## config.mk

```make
export PLATFORM = sky130hd
export DESIGN_NAME = lfu_ram
export DESIGN_NICKNAME = d
export VERILOG_FILES = /design/src/hw/rtl/lfu_ram.sv
export SDC_FILE = /design/constraint.sdc
export NUM_CORES = 1
export LEC_CHECK = 0
export BUFFER_PORTS_ARGS = -buffer_cell sky130_fd_sc_hd__buf_2
export CAP_MARGIN = 10
export CORE_UTILIZATION = 30
export DETAILED_ROUTE_END_ITERATION = 10
export PLACE_DENSITY = 0.47
export SYNTH_ARGS = -nofsm -noshare
export SYNTH_HDL_FRONTEND = slang
export SYNTH_SLANG_ARGS = --single-unit
```

## constraint.sdc

```tcl
create_clock -name clk -period 2.1 [get_ports clk]
set_clock_uncertainty 0.2 [all_clocks]
set_input_delay 0 -clock clk [delete_from_list [all_inputs] [get_ports clk]]
set_output_delay 0 -clock clk [all_outputs]
set_load 0.05 [all_outputs]
```

## src/hw/rtl/lfu_ram.sv

```systemverilog
// Generic single-port synchronous RAM with registered read.
`timescale 1ns / 1ps
`default_nettype none
module lfu_ram #(
    parameter int WIDTH = 8,
    parameter int DEPTH = 16
) (
    input  wire logic                     clk,
    input  wire logic                     we,
    input  wire logic [$clog2(DEPTH)-1:0] addr,
    input  wire logic [WIDTH-1:0]         wdata,
    output logic      [WIDTH-1:0]         rdata
);
    logic [WIDTH-1:0] mem [DEPTH];

    always_ff @(posedge clk)
    begin
        if (we)
        begin
            mem[addr] <= wdata;
        end
        rdata <= mem[addr];
    end
endmodule
`default_nettype wire

```

==> flow_summary.json <==
{
  "synth.area.top_cells": "edfxtp_1 76%, mux4_2 14%, dfxtp_1 3.2%, a22oi_1 2.4%, nor2_1 0.96%",
  "portBuffers": 21,
  "gr-usage-met2_pct": 23.0,
  "clock_sinks": 136,
  "grt_pass1_vias": 2695,
  "drt-total-wl_um": 10900,
  "slowest_delay_ns": 0.62,
  "p_per_area_mw_per_mm2": 1030,
  "grtUsageMet3_pct": 3.92,
  "path_clk_slew_ns": 0.06,
  "track_usage_pct": 13.9,
  "synthDistinctLibCells": 18,
  "layout-drive-gt1-share_pct": 36.8,
  "wl_per_cell_um": 20.4,
  "syn_inst": 230,
  "hpwlAfterDp_um": 7300,
  "vias": 2468,
  "crit_path_start_kind": "input pin",
  "grtUsageMet1_pct": 16.9,
  "hold_violations": 0,
  "routabilityCongestion": 0.682,
  "worstPathCellList": "dlygate4sd3_1 > buf_2 > or3b_2 > nor2_1 > dlygate4sd3_1",
  "final.min_clock_period_ns": 2.05,
  "initial_core_util_pct": 30.7,
  "seq_area_frac_synth_pct": 79.0,
  "yosysWarnings": 0,
  "die_width_um": 132,
  "final_antenna_net_count": 0,
  "maxSlewViolCount": 0,
  "synth.avg_cell_area_um2": 22.0,
  "seqPwrFrac_pct": 46.1,
  "tightest_slew_ns": 0.486,
  "status": "finished clean",
  "p_int_uw": 5280,
  "via_per_inst": 4.61,
  "synthesis.nets": 244,
  "switching_share_pct": 20.3,
  "numCtsBuffers": 17,
  "htree_levels": 4,
  "drv_cap": 0,
  "setup_viol": 0,
  "netSwitchingPower_uw": 1340,
  "cts_buffer_depth": 2,
  "crit_required_ns": 2.02,
  "path_class": "in2reg",
  "core-area_mm2": 0.0165,
  "fin_nets": 316,
  "path_max_fanout": 8,
  "die_h_um": 132,
  "power.total_uw": 6620,
  "timing.final.crit_share_pct": 97.7,
  "drc": 0,
  "synth_largest_area_cell": "edfxtp_1",
  "rsz0062_at_grt": "no",
  "n_antenna_cell": 0,
  "fp.dieArea_mm2": 0.0174,
  "drt_first_iter_violations": 252,
  "hp-class": "in2reg",
  "setup_tns_ns": 0,
  "whs_ns": 0.0622,
  "worst_setup_path_end_kind": "flop",
  "synthesis.area_mm2": 0.00507,
  "gr-total-overflow": 0,
  "crit_top_cell": "dlygate4sd3_1",
  "max_freq_ghz": 0.487,
  "relSlewSlack_pct": 67.6,
  "power_frac_clock_pct": 48.2,
  "grt_pass1_wl_um": 16700,
  "fill_cells": 1488,
  "dr.pass1.iters": 4,
  "num_rows": 47,
  "ir_worst_vdd_v": 0.000659,
  "final-seq-area_mm2": 0.00400,
  "antenna_found_initial": 0,
  "syn_to_final_growth_pct": 26.5,
  "tritoncts": "yes",
  "grt_max_degree": 24,
  "cts-root-buf": "clkbuf_16",
  "critical_path.slowest_cell": "dlygate4sd3_1",
  "postCtsSetupBuffers": 0,
  "ys_ff_latch": 136,
  "insertion_delay_ns": 0.41,
  "ios": 22,
  "arrival_ns": 1.97,
  "leakage_uw": 0.00216,
  "gr-max-usage-layer": "met2",
  "synth_top_cell_area_share_pct": 75.9,
  "pwr-share-comb_pct": 5.7,
  "multi_input_area_mm2": 0.00100
}
==> critical path: cells and delay by family <==
kind                   cells  cell delay [ns]
buffers and inverters      3             1.31
AND/OR/NAND/NOR            2             0.67
==> final timing paths <==
path | end | depth (start not counted) | slack [ns] | start
setup reg to reg | rdata[5] | 3 | 0.53 | mem[6][5]
hold reg to reg | rdata[1] | 3 | 0.48 | mem[15][1]
hold / removal | rdata[6] | 4 | 0.06 | addr[1]
setup / recovery | mem[1][1] | 5 | 0.05 | addr[2]
==> cells in the mapped netlist, drive strengths merged <==
master,instances
edfxtp,128
mux4,32
a22oi,16
nor2,13
nand2,9
buf,8
dfxtp,8
nor3,4
clkbuf,3
nand2b,2
nand3b,2
nor2b,2
and2,1
nand3,1
or3b,1
==> final cells by class <==
class                           count  share of cell area [%]
Clock buffer                       19                    6.75
Clock inverter                     13                    3.16
Multi-Input combinational cell     83                    15.7
Sequential cell                   136                    62.5
Tap cell                          220                    4.29
Timing Repair Buffer               64                    7.69
==> timing repair <==
item / 4_1_cts / 5_1_grt
gates resized for setup: 0 / 0
hold buffers: 11 / 0
hold endpoints to repair: 135 / 0
==> power by group through the flow <==
stage | combinational [uW] | clock [uW] | sequential (uW)
after detailed placement | 372 | 0 | 3110
after global placement | 371 | 0 | 3110
after floorplan | 156 | 0 | 3170
after CTS | 388 | 3240 | 3050
final | 379 | 3190 | 3050
after global routing | 409 | 3370 | 3060
==> routing by layer <==
metal,share of wire (%),routed length (um),vias up
li1,-,-,1109
met1,44,4770,1291
met2,52,5670,58
met3,3.1,340,10
met4,1.4,153,0
met5,0,0,-
==> state kept, by name, indices dropped and copies added (netlist names) <==
name,count
mem,128
rdata,8
==> through the flow <==
stage	cell area [um^2]	cells	setup slack [ns]	utilization [%]
after floorplan	5070	230	0.407	-
after CTS	6410	535	0.0837	38.8
after detailed placement	5670	492	0.388	34.3
after global placement	5670	492	0.359	34.3
final	6410	535	0.0483	38.8
after global routing	6410	535	0.0323	38.8
==> cells in the final DEF, fill, tap and decap left out, types with 3 or more instances in the layout <==
cell type / Yosys / routed
buf_2: 2 / 21
buf_4: 0 / 29
nand2_1: 9 / 9
edfxtp_1: 128 / 128
clkbuf_16: 0 / 17
dfxtp_1: 8 / 8
bufinv_16: 0 / 5
dlygate4sd3_1: 0 / 11
a22oi_1: 16 / 16
mux4_2: 32 / 32
clkinv_2: 0 / 4
nor3_1: 4 / 4
buf_12: 0 / 3
nor2_1: 13 / 13
==> cells by family (layout without fill, tap and decap cells) <==
group,count (synthesis),after routing,share of synthesized area [%]
simple gates,35,35,3.21
mux,32,32,14.2
flops,136,136,79.0
buf+inv,11,96,1.19
compound gates,16,16,2.37
Note: power is estimated with default switching activity, not from simulation.
